**src/hdl/mgcr_queue.sv**
```systemverilog
// ---------------------------------------------------------------------------
// mgcr_queue
// short fifo between the hashing front and the set back end
// ---------------------------------------------------------------------------
`default_nettype none
module mgcr_queue #(
  parameter int unsigned DW    = 8,
  parameter int unsigned DEPTH = 2
) (
  input  logic          clk_i,
  input  logic          rst_ni,
  input  logic          push_i,
  input  logic [DW-1:0] data_i,
  output logic          full_o,
  input  logic          pop_i,
  output logic [DW-1:0] data_o,
  output logic          empty_o
);
  localparam int unsigned AW = (DEPTH > 1) ? $clog2(DEPTH) : 1;
  localparam int unsigned FW = $clog2(DEPTH + 1);

  logic [DW-1:0] store_q [DEPTH];
  logic [AW-1:0] wptr_q, wptr_d, rptr_q, rptr_d;
  logic [FW-1:0] cnt_q, cnt_d;
  logic          do_push, do_pop;

  assign full_o  = (cnt_q == FW'(DEPTH));
  assign empty_o = (cnt_q == '0);
  assign do_push = push_i && !full_o;
  assign do_pop  = pop_i && !empty_o;
  assign data_o  = store_q[rptr_q];

  always_comb begin
    wptr_d = wptr_q;
    rptr_d = rptr_q;
    cnt_d  = cnt_q;
    if (do_push) begin
      wptr_d = (wptr_q == AW'(DEPTH - 1)) ? '0 : wptr_q + AW'(1);
    end
    if (do_pop) begin
      rptr_d = (rptr_q == AW'(DEPTH - 1)) ? '0 : rptr_q + AW'(1);
    end
    if (do_push && !do_pop) cnt_d = cnt_q + FW'(1);
    else if (do_pop && !do_push) cnt_d = cnt_q - FW'(1);
  end

  always_ff @(posedge clk_i or negedge rst_ni) begin
    if (!rst_ni) begin
      wptr_q <= '0;
      rptr_q <= '0;
      cnt_q  <= '0;
    end else begin
      wptr_q <= wptr_d;
      rptr_q <= rptr_d;
      cnt_q  <= cnt_d;
    end
  end

  always_ff @(posedge clk_i) begin
    if (do_push) store_q[wptr_q] <= data_i;
  end

endmodule
`default_nettype wire

```
**config.mk**
```make
export PLATFORM = sky130hd
export DESIGN_NAME = mgcr_queue
export DESIGN_NICKNAME = d
export VERILOG_FILES = /design/src/hdl/mgcr_queue.sv
export SDC_FILE = /design/constraint.sdc
export NUM_CORES = 1
export LEC_CHECK = 0
export BUFFER_PORTS_ARGS = -buffer_cell sky130_fd_sc_hd__clkbuf_2
export CORE_UTILIZATION = 44
export DETAILED_ROUTE_END_ITERATION = 7
export PLACE_DENSITY_LB_ADDON = 0.2
export SLEW_MARGIN = 25
export SYNTH_ARGS = -nofsm -noshare
export SYNTH_HDL_FRONTEND = slang
export SYNTH_SLANG_ARGS = --single-unit
```
**constraint.sdc**
```tcl
create_clock -name clk_i -period 1.3 [get_ports clk_i]
set_input_delay 0.13 -clock clk_i [delete_from_list [all_inputs] [get_ports clk_i]]
set_output_delay 0.13 -clock clk_i [all_outputs]
set_load 0.03 [all_outputs]
```
==> results.cfg, run 1 <==
[clocking]
clockRootBuffer = clkbuf_4
clkLatencyLatePin_ps = 300
cts_buffer_depth = 2
htreeDepth = 1
cts_made_buffers = 3
cts_sinks = 20
clk_pin_slew_ps = 110
cts_tree = done

[pwr]
p_per_area_nw_per_um2 = 2520
pwr-share-clk_pct = 10.8
fin_total_pwr_mw = 3.25
comb_power_share_pct = 57.7
pwr-share-seq_pct = 31.5
switchingPower_mw = 1.12
leakage_nw = 0.564
vdd_drop_max_uv = 1510
swShare_pct = 34.6
internal-power_mw = 2.13

[setup_path]
cpLargestDelayFamily = flip-flops
critical_path_buf_inv_count = 2
critPathSlowestCell = dfrtp_2
crit_type = reg2out
path_cells = buf_6, mux2_4, buf_8
cp_slowest_stage_delay_ps = 430
cp.required_ps = 1170
end_kind = output pin
arrival_ps = 1320
path_max_fanout = 5
worstSetupStartpointType = register

[final_layout]
multi_input_area_sq_um = 268
drive_gt1_share_pct = 70.1
final-instance-count-excl-fill = 103
n_antenna_cell = 0
areaGrowthSynthToFinish_pct = 64.8
fillers = 82
regArea_sq_um = 583
nets = 101

[sta]
slew_headroom_pct = 85.5
grt_setup_unrepaired = yes
setup_ws_ps = -149
drv_slew = 0
fin_crit_ps = 1450
clock_skew_ps = 14.4
hold_viol = 0
final-setup-viol-count = 10
final.period_utilization_pct = 111
tightest_slew_ps = 218
fmax_mhz = 690
whs_ps = 19.5

[route]
wire_per_inst_um = 15.0
via_per_inst = 4.87
drc = 1
ant_nets = 0
drt_iter0_markers = 9
first_pass_iters = 5
dr_total_vias = 502
wirelength_um = 1550

[yosys]
syn_area_sq_um = 782
yosys_warnings = 0
postSynthNetCount = 57
synthCells = 44
avgSynthCellArea_sq_um = 17.8
synth_top_cell_by_area = edfxtp_1
ys_ff_latch = 20
yosysSeqAreaShare_pct = 74.2
synth_area_leaders = edfxtp_1, dfrtp_1, mux2_1
ys_types = 15
yosys.area.top_type_share_pct = 61.4

[worst_hold_path]
hold_class = in2reg

[floorplanning]
dieArea_sq_um = 1950
ios = 22
core_area_sq_um = 1580
die_w_um = 44.2
die_h_um = 44.2
initial_utilization_pct = 49.6
rows = 14

[status]
violations = design-rule violations, negative setup slack
outcome = finished, violations left

[grt]
grt_pass1_vias = 524
grt_max_degree = 12
grt_pass1_wl_um = 2390
grt_usage_pct = 18.2
antenna_found_initial = 0
grt_overflow_total = 0

[placed_design]
port_buffers = 21
routabilityCongestion = 0.647
dpl.cell_count = 88
post-place-ws_ps = -88.1

[flow_run]
cap_violations = 0
-- cell families (layout without fill, tap and decap cells) --
logic type / Yosys count / in the layout / share of synthesized area, %
compound gates: 1 / 1 / 0.639
mux: 8 / 8 / 11.5
fa+ha+maj: 1 / 1 / 1.60
flops: 20 / 20 / 74.2
simple gates: 6 / 6 / 3.84
xor+xnor: 5 / 5 / 6.56
buf+inv: 3 / 46 / 1.60
-- per-layer routing --
layer / track usage, % / share of wire, % / vias to the layer above
met4: 5.45 / 0 / 0
met3: 3.67 / 2.6 / 0
met2: 33.2 / 55 / 11
met5: 0 / 0 / -
met1: 21.4 / 42 / 246
li1: - / - / 245
-- sequential cells by signal, summed over array words and instances (netlist names) --
| signal | count |
|---|---|
| cnt_q | 2 |
| rptr_q | 1 |
| store_q | 16 |
| wptr_q | 1 |
-- cells in the mapped netlist --
| library cell | count |
|---|---|
| buf_2 | 1 |
| ha_1 | 1 |
| mux2_2 | 2 |
| xor2_1 | 2 |
| o21ai_1 | 1 |
| nand2_2 | 1 |
| nand2b_1 | 1 |
| xnor2_2 | 1 |
| dfrtp_1 | 4 |
| edfxtp_1 | 16 |
| mux2_1 | 6 |
| inv_1 | 2 |
| nor2_1 | 3 |
| and3_1 | 1 |
| xnor2_1 | 2 |
-- power by group through the flow --
stage	Sequential (mW)	Combinational [mW]	Clock (mW)
finish	1.02	1.88	0.350
floorplan	0.988	0.763	0
global placement	1.04	1.05	0
detailed placement	1.06	1.07	0
global route	1.05	1.97	0.397
CTS	1.02	1.58	0.355
-- what timing repair did --
action                                  in CTS  in global routing
hold endpoints to repair                     4                  4
cloned                                       0                  0
buffers inserted                             4                  5
resized for setup                           33                 23
hold buffers                                 1                  2
endpoints found under the setup margin      15                 19
pin swaps                                    3                  2
-- worst register-to-register path, delay by kind of cell, from the launching register on --
| kind | cells | cell delay (ps) |
|---|---|---|
| adder cells (fa/ha/maj) | 1 | 140 |
| XOR/XNOR | 2 | 310 |
| buffers and inverters | 1 | 40 |
| AND/OR/NAND/NOR | 3 | 370 |
| flip-flops | 1 | 440 |
-- area by class of cell --
cell class / count / share of cell area, %
Clock buffer: 4 / 2.82
Sequential cell: 20 / 45.2
Timing Repair Buffer: 40 / 29.0
Inverter: 2 / 0.583
Multi-Input combinational cell: 21 / 20.8
Tap cell: 16 / 1.55
-- metrics by stage --
step / TNS (ps) / utilization, % / area, sq um
after floorplan: -0.793 / - / 800
after detailed placement: -88.1 / 62.1 / 980
after global placement: 0 / 62.1 / 980
after global routing: -2270 / 81.7 / 1290
after CTS: -1330 / 75.3 / 1190
final: -1280 / 81.7 / 1290
-- placed cells by master (no fill, tap or decap) --
cell / instances
clkbuf_8: 1
clkbuf_2: 11
inv_2: 2
clkbuf_4: 3
dfrtp_1: 2
o21ai_2: 1
nor2_1: 1
buf_8: 8
dfrtp_2: 2
nand2_4: 1
dlygate4sd3_1: 3
edfxtp_1: 16
xnor2_1: 2
and3_4: 1
mux2_4: 8
nor2_4: 2
xnor2_2: 1
xor2_1: 2
buf_4: 9
nand2b_4: 1
buf_6: 9
ha_4: 1
-- final timing paths --
check	start	end	slack [ps]	cells after the start
worst min register to register	wptr_q	wptr_q	590	1
max in group asynchronous	rst_ni	cnt_q[1]	970	2
worst min-delay path	data_i[4]	store_q[1][4]	20	1
worst max-delay path	rptr_q	data_o[1]	-150	3
min in group asynchronous	rst_ni	wptr_q	160	2
worst max register to register	cnt_q[0]	cnt_q[1]	-110	7
Note: power is estimated with default switching activity, not from simulation.
==> run 2, diff against run 1 <==
- CORE_MARGIN: default -> 10
==> run 2 against run 1 <==
  * The run ends with negative setup slack left
  * Register-to-register slack improved by 60 ps
  * Maximum frequency decreased by 1.2%
  * Hold slack improved by 6.2 ps
  * Global-route usage decreased by 9.1 points
  * Via count decreased by 0.80%
  * Sequential share of layout area decreased by 0.86 points
  * First-iteration DRC count increased by 44%
  * Non-clock buffer count decreased by 2
  * Die area increased by 98%
  * Clock skew decreased by 14 ps
==> results.cfg, run 2 (synthesis gave the netlist of run 1 again) <==
[grt]
grt_pass1_wl_um = 2790
antenna_found_initial = 0
grt_pass1_vias = 583
grt_usage_pct = 9.06
grt_max_degree = 13
grt_overflow_total = 0

[sta]
tightest_slew_ps = 196
setup_ws_ps = -166
hold_viol = 0
grt_setup_unrepaired = yes
final-setup-viol-count = 9
clock_skew_ps = 0.854
drv_slew = 0
fin_crit_ps = 1470
final.period_utilization_pct = 113
slew_headroom_pct = 87.0
whs_ps = 25.6
fmax_mhz = 682

[floorplanning]
initial_utilization_pct = 45.8
rows = 15
dieArea_sq_um = 3860
die_w_um = 62.2
ios = 22
core_area_sq_um = 1710
die_h_um = 62.2

[placed_design]
port_buffers = 21
post-place-ws_ps = -89.6
dpl.cell_count = 95
place_hpwl_um = 1160
placed_area_sq_um = 988
routabilityCongestion = 0.668

[clocking]
clk_pin_slew_ps = 110
cts_tree = done
cts_sinks = 20
clkLatencyLatePin_ps = 290
htreeDepth = 1
clockRootBuffer = clkbuf_4
cts_buffer_depth = 2
cts_made_buffers = 3

[final_layout]
areaGrowthSynthToFinish_pct = 68.0
final-instance-count-excl-fill = 110
top_register = store_q
nets = 99
final_common_cell = edfxtp_1
drive_gt1_share_pct = 67.1
final_cell_mix = edfxtp_1, clkbuf_2, buf_8
largest_reg_flops = 16
n_antenna_cell = 0
design_area_sq_um = 1310
reg_top3 = store_q: 16 flops, cnt_q: 2 flops

[pwr]
comb_power_share_pct = 54.5
switchingPower_mw = 1.13
internal-power_mw = 2.23
pwr-share-clk_pct = 14.6
p_per_area_nw_per_um2 = 2560
vdd_drop_max_uv = 1750
swShare_pct = 33.7
pwr-share-seq_pct = 30.9
fin_total_pwr_mw = 3.36
leakage_nw = 0.561

[setup_path]
critical_path.endpoint = data_o[1]
startpoint = rptr_q
rr_endpoint = cnt_q[1]
arrival_ps = 1340
path_max_fanout = 5
rrSetupSlack_ps = -50
worstSetupStartpointType = register
end_kind = output pin
cp.required_ps = 1170
crit_type = reg2out
timing.rr.start = cnt_q[0]
ff2ff_path_depth = 7

[route]
via_per_inst = 4.53
drc = 0
ant_nets = 0
first_pass_iters = 4
wirelength_um = 1740
drt_iter0_markers = 13
dr_total_vias = 498
wire_per_inst_um = 15.8

[status]
violations = negative setup slack
outcome = finished, violations left

[worst_hold_path]
worstHoldPathCells = 1
hold_class = in2reg
hold_start = data_i[6]

[flow_run]
cap_violations = 0
==> run 2: cell types whose count changed in the layout (fill, tap and decap cells not counted), moves of 2 or more <==
cell / delta
buf_4: -2
buf_6: -6
buf_12: +2
dlygate4sd3_1: +3
nor2_2: +2
==> run 2: power groups by stage <==
stage / logic, mW / clock network [mW] / registers [mW]
after CTS: 1.66 / 0.507 / 1.02
after global routing: 1.93 / 0.529 / 1.06
after floorplan: 0.763 / 0 / 0.988
after detailed placement: 1.09 / 0 / 1.06
after global placement: 1.05 / 0 / 1.05
final: 1.83 / 0.490 / 1.04
==> run 2: layer usage <==
| metal | vias to the layer above | global-route usage (%) | part of all wire [%] |
|---|---|---|---|
| met2 | 16 | 16.5 | 54 |
| met3 | 4 | 3.23 | 4.7 |
| met5 | - | 0 | 0 |
| met1 | 237 | 8.78 | 38 |
| met4 | 0 | 4.29 | 3.2 |
| li1 | 241 | - | - |
==> run 2: what timing repair did <==
item	CTS	global route
setup buffers	4	1
resized for setup	34	15
hold endpoints to repair	4	8
endpoints found under the setup margin	11	11
pin swaps	1	0
hold buffers	1	5
==> run 2: final cells by class <==
class / count / area, sq um
flip-flops and latches: 20 / 583
fillers: 105 / 394
repair buffers: 38 / 375
multi-input cells: 21 / 264
well taps: 25 / 31.3
clock inverters: 1 / 30.0
clock buffers: 3 / 22.5
inverters: 2 / 7.51
==> run 2: stage by stage <==
step	util, %	TNS (ps)
floorplan	-	-0.793
global placement	57.9	-27.1
detailed placement	57.9	-89.6
CTS	71.6	-1400
global route	76.9	-1700
finish	76.9	-1260
==> run 2: worst max-delay path: stages (launching register included) <==
cell,delay (ps)
dfrtp_2,450
buf_12,140
mux2_4,310
buf_8,140
==> run 2: how the worst min path moves through the flow <==
stage / end / slack (ps)
after floorplan: cnt_q[0] / -170
after global placement: cnt_q[1] / -50
after detailed placement: cnt_q[1] / -50
after CTS: store_q[0][1] / 5
after global routing: store_q[1][6] / 10
final: store_q[0][6] / 30
