[src/hdl/mgcr_pkg.sv]
// ---------------------------------------------------------------------------
// mgcr_pkg
// types and constants shared by the move group conflict resolver
// ---------------------------------------------------------------------------
`default_nettype none
package mgcr_pkg;

  localparam logic [63:0] HASH_MULT = 64'h9E37_79B9_7F4A_7C15;
  localparam int unsigned EPOCH_W   = 8;
  localparam int unsigned HASH_W    = 32;

  typedef struct packed {
    logic [63:0]        node_id;
    logic signed [31:0] move_gain;
    logic               last_in_group;
    logic               first_of_batch;
  } in_item_t;

  typedef struct packed {
    logic [63:0]        out_node;
    logic signed [31:0] out_gain;
    logic               accepted;
    logic               group_end;
    logic               overflow;
  } out_item_t;

  typedef enum logic [2:0] {
    F_IDLE,
    F_MUL,
    F_SUM,
    F_REC,
    F_QUO,
    F_MOD,
    F_PUSH
  } front_state_e;

  typedef enum logic [3:0] {
    B_CLEAR,
    B_IDLE,
    B_LK_RD,
    B_LK_CHK,
    B_BUF,
    B_IN_RD,
    B_IN_LD,
    B_IN_PR,
    B_IN_CHK,
    B_EM_RD,
    B_EM_OUT
  } back_state_e;

endpackage
`default_nettype wire

[src/hdl/mgcr_front.sv]
// ---------------------------------------------------------------------------
// mgcr_front
// accepts moves and computes the home slot of each node in the moved-node set
// ---------------------------------------------------------------------------
`default_nettype none
module mgcr_front #(
  parameter int unsigned SET_DEPTH = 1024
) (
  input  logic              clk_i,
  input  logic              rst_ni,
  input  logic              push_i,
  output logic              busy_o,
  input  mgcr_pkg::in_item_t in_item_i,
  output logic              q_push_o,
  input  logic              q_full_i,
  output mgcr_pkg::in_item_t q_item_o,
  output logic [((SET_DEPTH > 1) ? $clog2(SET_DEPTH) : 1)-1:0] q_slot_o
);
  import mgcr_pkg::*;

  localparam int unsigned SW   = (SET_DEPTH > 1) ? $clog2(SET_DEPTH) : 1;
  localparam int unsigned Q_SH = SW - 1;
  // reciprocal so that q = (t + ((x - t) >> 1)) >> (SW - 1) with t = hi(x * REC_M)
  localparam logic [63:0] REC_FULL = ((64'd1 << (HASH_W + SW)) / 64'(SET_DEPTH))
                                     - (64'd1 << HASH_W) + 64'd1;
  localparam logic [HASH_W-1:0] REC_M  = REC_FULL[HASH_W-1:0];
  localparam logic [SW-1:0]     DEP_LO = SW'(SET_DEPTH);

  front_state_e        state_q, state_d;
  in_item_t            item_q, item_d;
  logic [63:0]         pp_ll_q, pp_ll_d;
  logic [31:0]         pp_a_q, pp_a_d, pp_b_q, pp_b_d;
  logic [HASH_W-1:0]   word_q, word_d;
  logic [2*HASH_W-1:0] prod_q, prod_d;
  logic [HASH_W-1:0]   quo_q, quo_d;
  logic [HASH_W-1:0]   rec_hi;
  logic [SW-1:0]       rem_q, rem_d;

  assign rec_hi = prod_q[2*HASH_W-1:HASH_W];

  // next state
  always_comb begin
    state_d = state_q;
    unique case (state_q)
      F_IDLE: if (push_i) state_d = F_MUL;
      F_MUL:  state_d = F_SUM;
      F_SUM:  state_d = F_REC;
      F_REC:  state_d = F_QUO;
      F_QUO:  state_d = F_MOD;
      F_MOD:  state_d = F_PUSH;
      F_PUSH: if (!q_full_i) state_d = F_IDLE;
      default: state_d = F_IDLE;
    endcase
  end

  // datapath and outputs
  always_comb begin
    item_d  = item_q;
    pp_ll_d = pp_ll_q;
    pp_a_d  = pp_a_q;
    pp_b_d  = pp_b_q;
    word_d  = word_q;
    prod_d  = prod_q;
    quo_d   = quo_q;
    rem_d   = rem_q;
    unique case (state_q)
      F_IDLE: if (push_i) item_d = in_item_i;
      F_MUL: begin
        // low 64 bits of the product are all the hash needs
        pp_ll_d = item_q.node_id[31:0] * HASH_MULT[31:0];
        pp_a_d  = item_q.node_id[31:0] * HASH_MULT[63:32];
        pp_b_d  = item_q.node_id[63:32] * HASH_MULT[31:0];
      end
      F_SUM: word_d = pp_ll_q[63:32] + pp_a_q + pp_b_q;
      F_REC: prod_d = word_q * REC_M;
      F_QUO: quo_d = (rec_hi + ((word_q - rec_hi) >> 1)) >> Q_SH;
      // remainder fits in SW bits, so only the low bits of q * depth matter
      F_MOD: rem_d = word_q[SW-1:0] - quo_q[SW-1:0] * DEP_LO;
      F_PUSH: ;
      default: ;
    endcase
  end

  assign busy_o   = (state_q != F_IDLE);
  assign q_push_o = (state_q == F_PUSH) && !q_full_i;
  assign q_item_o = item_q;
  assign q_slot_o = rem_q;

  always_ff @(posedge clk_i or negedge rst_ni) begin
    if (!rst_ni) begin
      state_q <= F_IDLE;
    end else begin
      state_q <= state_d;
    end
  end

  always_ff @(posedge clk_i) begin
    item_q  <= item_d;
    pp_ll_q <= pp_ll_d;
    pp_a_q  <= pp_a_d;
    pp_b_q  <= pp_b_d;
    word_q  <= word_d;
    prod_q  <= prod_d;
    quo_q   <= quo_d;
    rem_q   <= rem_d;
  end

endmodule
`default_nettype wire

[config.mk]
export PLATFORM = sky130hd
export DESIGN_NAME = mgcr_front
export DESIGN_NICKNAME = d
export VERILOG_FILES = /design/src/hdl/mgcr_pkg.sv /design/src/hdl/mgcr_front.sv
export SDC_FILE = /design/constraint.sdc
export NUM_CORES = 1
export LEC_CHECK = 0
export ABC_AREA = 1
export BUFFER_PORTS_ARGS = -buffer_cell sky130_fd_sc_hd__buf_2
export CORE_UTILIZATION = 30
export DETAILED_ROUTE_END_ITERATION = 10
export GPL_TIMING_DRIVEN = 0
export MAX_ROUTING_LAYER = met4
export SYNTH_ARGS = -nofsm -noshare
export SYNTH_HDL_FRONTEND = slang
export SYNTH_SLANG_ARGS = --single-unit
[constraint.sdc]
create_clock -name clk_i -period 8.88 [get_ports clk_i]
set_clock_uncertainty 0.15 [all_clocks]
set_input_delay 0.444 -clock clk_i [delete_from_list [all_inputs] [get_ports clk_i]]
set_output_delay 0.444 -clock clk_i [all_outputs]
set_load 0.01 [all_outputs]
==> flow_summary.ini, run 1 <==
[status]
status = completed

[synthesis]
synthSimpleGateAreaFrac_pct = 7.87
async_flop_share_pct = 1.99
syn_avg_cell_area_um2 = 10.5
syn_area_um2 = 18800
synth-seq-cells = 151
synthMuxAreaShare_pct = 0
yosysWarnings = 0
synth-compound-area-share_pct = 3.25
synth_top_family_by_area = adder cells
syn_nets = 2497
yosysSeqAreaShare_pct = 24.0
synth_edf_count = 148
ys_types = 35
synth_xor_area_share_pct = 1.77
syn_inst = 1798
synth_ff_type = edfxtp_1
synth_adder_area_share_pct = 51.8

[setup_path]
end_kind = flop
cp_slowest_stage_delay_ns = 0.74
cp_data_required_time_ns = 8.95
worst-path-buf-inv = 9
critPathLaunchType = flop
path_delay_family = adder cells
crit_type = reg -> reg
cp.arrival_ns = 7.34
crit_path_max_fanout = 8
worst_path_max_delay_cell = edfxtp_1
cp_common_cell = inv_1

[placement]
port_buffers = 211
pre_cts_ws_ns = 1.61
post-dp-hpwl_um = 44400
gp_congestion = 0.948

[final_layout]
drive_above_1_share_pct = 12.6
fin_nets = 2830
mostFrequentLayoutCells = 561 x inv_1, 302 x fa_1, 295 x ha_1
fill_cells = 6186
area_growth_pct = 20.3
multiInputGateArea_um2 = 12200
insertedDiodeCount = 0
regArea_um2 = 4520
layout_commonest_cell = inv_1

[grt]
grt_use_total_pct = 17.6
antenna_found_initial = 0
first_global_vias = 13979
grt-ovfl-total = 0
grt_pass1_wl_um = 80200
grt_max_degree = 38

[drt]
first_pass_iters = 4
wire_per_inst_um = 17.5
wirelength_um = 52200
vias_per_cell = 4.33
first_iter_violations = 586
postRouteAntennaNets = 0
via_count = 12917
drcViolationCount = 0

[timing]
rsz0062_at_grt = no
hold_violations = 0
setup_viol = 0
max_freq_mhz = 138
slew_headroom_pct = 16.8
fin_crit_ns = 7.27
worst_pin_slew_ns = 1.24
post-route-period-util_pct = 81.9
final-max-slew-violation-count = 0
fin_setup_tns_ns = 0
fin_ws_ns = 1.61

[flow_run]
maxCapViolations = 0

[clock_network]
post_cts_buffers = 0
cts_buffers = 17
clkTransAtPathRegs_ns = 0.09
cts_tree = built
clock_path_buffers = 2
htreeDepth = 4
clock-sinks = 151
cts_root_buf = clkbuf_16
clock_latency_ns = 0.48

[die]
initial_core_util_pct = 30.4
row_count = 91
die_x_um = 252
coreArea_um2 = 61800
die_area_um2 = 63700
die_height_um = 252
io_pins = 212

[min_path]
worstHoldPathType = in -> reg
## layout make-up
class	instances	area share, %
clock buffer	17	1.88
clock inverter	15	0.908
inverter	564	9.36
multi-input combinational	1083	53.8
sequential	151	20.0
tap	837	4.63
timing repair buffer	314	9.39
## cells in the mapped netlist (10+ instances only)
cell	count	area (um2)
nor3_1	10	50.1
o21ai_0	23	115
fa_1	302	6050
a21oi_1	48	240
edfxtp_1	148	4440
a21o_1	10	75.1
inv_1	561	2110
xor2_1	20	175
xnor2_1	18	158
nor2_1	63	236
ha_1	295	3690
nand3_1	38	190
nand2_1	198	743
## worst register-to-register path, cell delays in order (launching register included)
cell,delay (ns)
edfxtp_1,0.74
inv_1,0.19
fa_1,0.59
inv_1,0.06
ha_1,0.29
inv_1,0.09
fa_1,0.54
inv_1,0.05
fa_1,0.50
inv_1,0.05
fa_1,0.53
inv_1,0.05
fa_1,0.44
fa_1,0.48
inv_1,0.05
fa_1,0.51
inv_1,0.05
ha_1,0.32
nand2_1,0.22
inv_1,0.06
a21oi_1,0.37
a21boi_2,0.25
nand2_1,0.07
nand2_1,0.05
nand3_1,0.09
nand3_1,0.10
nand2_1,0.10
## final timing paths
path,from,endpoint,slack (ns),cells past startpoint
worst max-delay path,q_item_o[46]$_DFFE_PP_,pp_ll_q[41]$_DFFE_PP_,1.61,26
worst min-delay path,q_full_i,state_q[1]$_DFFE_PN0P_,0.11,3
worst max register to register,q_item_o[46]$_DFFE_PP_,pp_ll_q[41]$_DFFE_PP_,1.61,26
worst min register to register,word_q[5]$_DFFE_PN_,q_slot_o[5]$_DFFE_PN_,0.27,0
max in group asynchronous,rst_ni,state_q[1]$_DFFE_PN0P_,8.32,2
min in group asynchronous,rst_ni,state_q[2]$_DFFE_PN0P_,0.16,2
## routing by layer
layer  vias up  part of all wire (%)  global-route usage, %
met5         -                     0                      -
met4         0                   1.4                   3.88
met3        39                   2.6                   2.10
met2       212                    52                   31.0
met1      6487                    44                   21.4
li1       6179                     -                      -
## sequential cells by signal (all words and copies together) (netlist names)
| signal | cells |
|---|---|
| q_item_o | 98 |
| state_q | 3 |
| pp_b_q | 10 |
| word_q | 10 |
| pp_a_q | 10 |
| q_slot_o | 10 |
| pp_ll_q | 10 |
## repair_timing
item,4_1_cts,5_1_grt
hold endpoints to repair,101,0
hold buffers,99,0
gates resized for setup,0,0
## stage by stage
stage | hold WS (ns) | area, um2 | cells | utilization (%)
5_1_grt | 0.104 | 22600 | 2981 | 36.6
2_1_floorplan | -0.00159 | 18800 | 1798 | -
4_1_cts | 0.0739 | 22600 | 2981 | 36.6
6_report | 0.112 | 22600 | 2981 | 36.6
3_5_place_dp | 0.0950 | 21000 | 2850 | 33.9
3_3_place_gp | 0.0901 | 20900 | 2846 | 33.8
## kinds of logic (layout without fill, tap and decap cells)
group,count (synthesis),after routing
flops,151,151
simple gates,342,342
compound gates,106,106
xor+xnor,38,38
fa+ha+maj,597,597
buf+inv,564,910
Power of run 1 is not shown: default switching activity piles up to over one toggle a cycle in this logic, so the estimate is an artifact.
==> run 2: changes to the inputs <==
==> constraint.sdc (replaced) <==
create_clock -name clk_i -period 7.4 [get_ports clk_i]
set_clock_uncertainty 0.15 [all_clocks]
set_input_delay 0.37 -clock clk_i [delete_from_list [all_inputs] [get_ports clk_i]]
set_output_delay 0.37 -clock clk_i [all_outputs]
set_load 0.01 [all_outputs]
==> flow_summary.ini, run 2 (same netlist as run 1, synthesis figures left out) <==
[status]
status = completed

[grt]
first_global_vias = 13985
grt_max_degree = 38
grt-ovfl-total = 0
antenna_found_initial = 0
grt_pass1_wl_um = 80200
grt_use_total_pct = 17.6

[final_layout]
area_growth_pct = 22.0
mostFrequentLayoutCells = 561 x inv_1, 302 x fa_1, 295 x ha_1
drive_above_1_share_pct = 14.2
fin_nets = 2871
stdcell_count = 3023
largest_reg_flops = 98
layout_commonest_cell = inv_1

[setup_path]
timing.critical_path.cells = inv_1 > fa_1 > inv_1 > ha_1 > inv_1 > fa_1 > fa_1 > inv_1 > fa_1 > fa_1 > fa_1 > inv_1 > fa_1 > inv_1 > ha_1 > nand2_1 > inv_1 > a21oi_1 > a21boi_2 > nand2_1 > nand2_1 > nand3_1 > nand3_1 > nand2_1
crit_path_max_fanout = 8
end_kind = flop
reg2reg_depth = 24
cp.arrival_ns = 7.18
worst_path_max_delay_cell = edfxtp_1
cp_slowest_stage_delay_ns = 0.79
cp_data_required_time_ns = 7.47
path_delay_family = adder cells
critPathLaunchType = flop
worst-path-buf-inv = 7
crit_type = reg -> reg
critical_path_depth = 24

[die]
io_pins = 212
coreArea_um2 = 61800
row_count = 91
initial_core_util_pct = 30.4
die_height_um = 252
die_area_um2 = 63700
die_x_um = 252

[timing]
rsz0062_at_grt = no
slew_headroom_pct = 16.8
final-max-slew-violation-count = 0
hold_violations = 0
worst_pin_slew_ns = 1.24
setup_viol = 0
whs_ns = 0.0718
max_freq_mhz = 141
post-route-period-util_pct = 96.1
fin_crit_ns = 7.11
fin_ws_ns = 0.285

[drt]
wire_per_inst_um = 17.4
via_count = 13026
vias_per_cell = 4.31
first_pass_iters = 5
drcViolationCount = 0
postRouteAntennaNets = 0
first_iter_violations = 579
wirelength_um = 52600

[flow_run]
maxCapViolations = 0

[placement]
post-dp-hpwl_um = 44400
gp_congestion = 0.948
pre_cts_ws_ns = 0.128
port_buffers = 211
post-place-cells = 2850

[clock_network]
cts_buffers = 17
clock_latency_ns = 0.48
cts_root_buf = clkbuf_16
clkTransAtPathRegs_ns = 0.08
clock-sinks = 151
cts_tree = built
htreeDepth = 4
ctsResizeCount = 0
clock_path_buffers = 2

[min_path]
worstHoldPathType = in -> async
## run 2: repair_timing
| action | 4_1_cts | 5_1_grt |
|---|---|---|
| buffers inserted | 0 | 40 |
| hold buffers | 100 | 0 |
| endpoints found under the hold margin | 102 | 0 |
| endpoints found under the setup margin | 0 | 9 |
## run 2: final timing paths
path	from	endpoint	slack (ns)
max in group asynchronous	rst_ni	state_q[1]$_DFFE_PN0P_	6.92
hold reg to reg	word_q[5]$_DFFE_PN_	q_slot_o[5]$_DFFE_PN_	0.27
setup / recovery	q_item_o[42]$_DFFE_PP_	pp_ll_q[41]$_DFFE_PP_	0.29
setup reg to reg	q_item_o[42]$_DFFE_PP_	pp_ll_q[41]$_DFFE_PP_	0.29
min in group clk_i	push_i	state_q[2]$_DFFE_PN0P_	0.09
hold / removal	rst_ni	state_q[2]$_DFFE_PN0P_	0.07
## run 2: worst reg2reg max path, stage by stage, from the launching register on
cell      delay (ns)
edfxtp_1        0.79
inv_1           0.29
fa_1            0.65
inv_1           0.09
ha_1            0.28
inv_1           0.05
fa_1            0.42
fa_1            0.44
inv_1           0.08
fa_1            0.43
fa_1            0.46
fa_1            0.51
inv_1           0.05
fa_1            0.51
inv_1           0.05
ha_1            0.32
nand2_1         0.22
inv_1           0.06
a21oi_1         0.37
a21boi_2        0.25
nand2_1         0.07
nand2_1         0.05
nand3_1         0.09
nand3_1         0.10
nand2_1         0.10
## run 2: per-stage QoR
| stage | setup TNS [ns] | util (%) | area [um2] |
|---|---|---|---|
| after floorplan | 0 | - | 18800 |
| after global placement | -0.371 | 33.8 | 20900 |
| after detailed placement | 0 | 33.9 | 21000 |
| after CTS | 0 | 36.6 | 22600 |
| after global routing | 0 | 37.1 | 22900 |
| final | 0 | 37.1 | 22900 |
## run 2: layout make-up
cell class,instances,area (um2)
Fill cell,6173,38900
Inverter,564,2120
Multi-Input combinational cell,1083,12200
Timing Repair Buffer,355,2440
Sequential cell,151,4520
Tap cell,837,1050
Clock buffer,17,425
Antenna cell,1,2.50
Clock inverter,15,205
## run 2: metal layers
layer / vias up / wire (um) / GRT usage (%)
li1: 6272 / - / -
met1: 6512 / 22900 / 21.4
met2: 203 / 27600 / 31.0
met3: 39 / 1360 / 2.10
met4: 0 / 779 / 3.88
met5: - / 0 / -
Power of run 2 is left out for the same reason.
==> run 3: changes to the inputs <==
--- a/config.mk
+++ b/config.mk
@@ -8,6 +8,7 @@
 export ABC_AREA = 1
 export BUFFER_PORTS_ARGS = -buffer_cell sky130_fd_sc_hd__buf_2
 export CORE_UTILIZATION = 30
+export CTS_BUF_LIST = sky130_fd_sc_hd__clkbuf_4 sky130_fd_sc_hd__clkbuf_8
 export DETAILED_ROUTE_END_ITERATION = 10
 export GPL_TIMING_DRIVEN = 0
 export MAX_ROUTING_LAYER = met4
==> constraint.sdc (replaced) <==
create_clock -name clk_i -period 8.6 [get_ports clk_i]
set_clock_uncertainty 0.15 [all_clocks]
set_input_delay 0.43 -clock clk_i [delete_from_list [all_inputs] [get_ports clk_i]]
set_output_delay 0.43 -clock clk_i [all_outputs]
set_load 0.01 [all_outputs]
==> flow_summary.ini, run 3 (same netlist as run 1, synthesis figures left out) <==
[drt]
postRouteAntennaNets = 0
via_count = 12854
first_pass_iters = 4
wire_per_inst_um = 17.5
drcViolationCount = 0
vias_per_cell = 4.31
first_iter_violations = 534
wirelength_um = 52200

[setup_path]
crit_path_max_fanout = 8
crit_type = reg -> reg
cp_data_required_time_ns = 8.74
cp.arrival_ns = 7.42
reg2reg_depth = 26
critPathLaunchType = flop
end_kind = flop

[clock_network]
clkTransAtPathRegs_ns = 0.13
hold_buffers = 101
clock_latency_ns = 0.56
cts_root_buf = clkbuf_8
htreeDepth = 4
cts_tree = built
post_cts_buffers = 0
clock_path_buffers = 2
cts_buffers = 17
ctsResizeCount = 0
clock-sinks = 151

[min_path]
worstHoldPathType = in -> reg
whs_path_depth = 4

[timing]
hold_violations = 0
post-route-period-util_pct = 84.7
fin_setup_tns_ns = 0
worst_pin_slew_ns = 1.28
setup_viol = 0
fin_crit_ns = 7.28
fin_ws_ns = 1.32
slew_headroom_pct = 13.8
final-max-slew-violation-count = 0
max_freq_mhz = 137
rsz0062_at_grt = no

[final_layout]
largest_reg_flops = 98
drive_above_1_share_pct = 12.6
fin_util_pct = 36.3
fin_nets = 2832
final_cell_area_um2 = 22400
layout_commonest_cell = inv_1
fill_cells = 6207
area_growth_pct = 19.4
mostFrequentLayoutCells = 561 x inv_1, 302 x fa_1, 295 x ha_1

[die]
io_pins = 212
initial_core_util_pct = 30.4
die_x_um = 252
die_height_um = 252
die_area_um2 = 63700
coreArea_um2 = 61800
row_count = 91

[grt]
grt_max_degree = 38
grt_use_total_pct = 17.5
antenna_found_initial = 1
first_global_vias = 14001
grt-ovfl-total = 0
grt_pass1_wl_um = 80000

[flow_run]
maxCapViolations = 0

[placement]
port_buffers = 211
pre_cts_ws_ns = 1.33
gp_congestion = 0.948
post-dp-hpwl_um = 44400
placed_cell_area_um2 = 21000

[status]
status = completed
[run 3: layout make-up]
type,instances,area (um2),share of cell area [%]
clock inverters,15,205,0.915
repair buffers,316,2140,9.55
well taps,837,1050,4.67
multi-input cells,1083,12200,54.2
inverters,564,2120,9.44
flip-flops and latches,151,4520,20.1
diodes,1,2.50,0.0112
clock buffers,17,234,1.04
[run 3: per-stage QoR]
step / cells / hold WS [ns]
floorplan: 1798 / -0.0156
CTS: 2983 / 0.0148
global placement: 2846 / 0.0761
detailed placement: 2850 / 0.0810
finish: 2984 / 0.0798
global route: 2984 / 0.0701
[run 3: final timing paths]
path	start	end	slack [ns]
worst max-delay path	q_item_o[46]$_DFFE_PP_	pp_ll_q[41]$_DFFE_PP_	1.32
worst min-delay path	push_i	state_q[2]$_DFFE_PN0P_	0.08
max in group asynchronous	rst_ni	state_q[1]$_DFFE_PN0P_	7.55
worst min register to register	word_q[5]$_DFFE_PN_	q_slot_o[5]$_DFFE_PN_	0.28
min in group asynchronous	rst_ni	state_q[2]$_DFFE_PN0P_	0.61
worst max register to register	q_item_o[46]$_DFFE_PP_	pp_ll_q[41]$_DFFE_PP_	1.32
[run 3: critical path, stage by stage (launching register included)]
cell and delay, ns:
edfxtp_1 0.76, inv_1 0.18, fa_1 0.60, inv_1 0.06, ha_1 0.29, inv_1 0.09
fa_1 0.54, inv_1 0.05, fa_1 0.50, inv_1 0.05, fa_1 0.53, inv_1 0.05
fa_1 0.44, fa_1 0.48, inv_1 0.05, fa_1 0.51, inv_1 0.05, ha_1 0.32
nand2_1 0.22, inv_1 0.06, a21oi_1 0.37, a21boi_2 0.25, nand2_1 0.07, nand2_1 0.05
nand3_1 0.09, nand3_1 0.10, nand2_1 0.10
[run 3: per-layer routing]
| layer | vias to the layer above | track usage [%] | share of wire, % |
|---|---|---|---|
| met5 | - | - | 0 |
| met4 | 0 | 3.48 | 1.4 |
| met3 | 40 | 2.51 | 2.6 |
| met2 | 186 | 30.9 | 52 |
| met1 | 6449 | 21.4 | 44 |
| li1 | 6179 | - | - |
Power of run 3 is left out for the same reason.
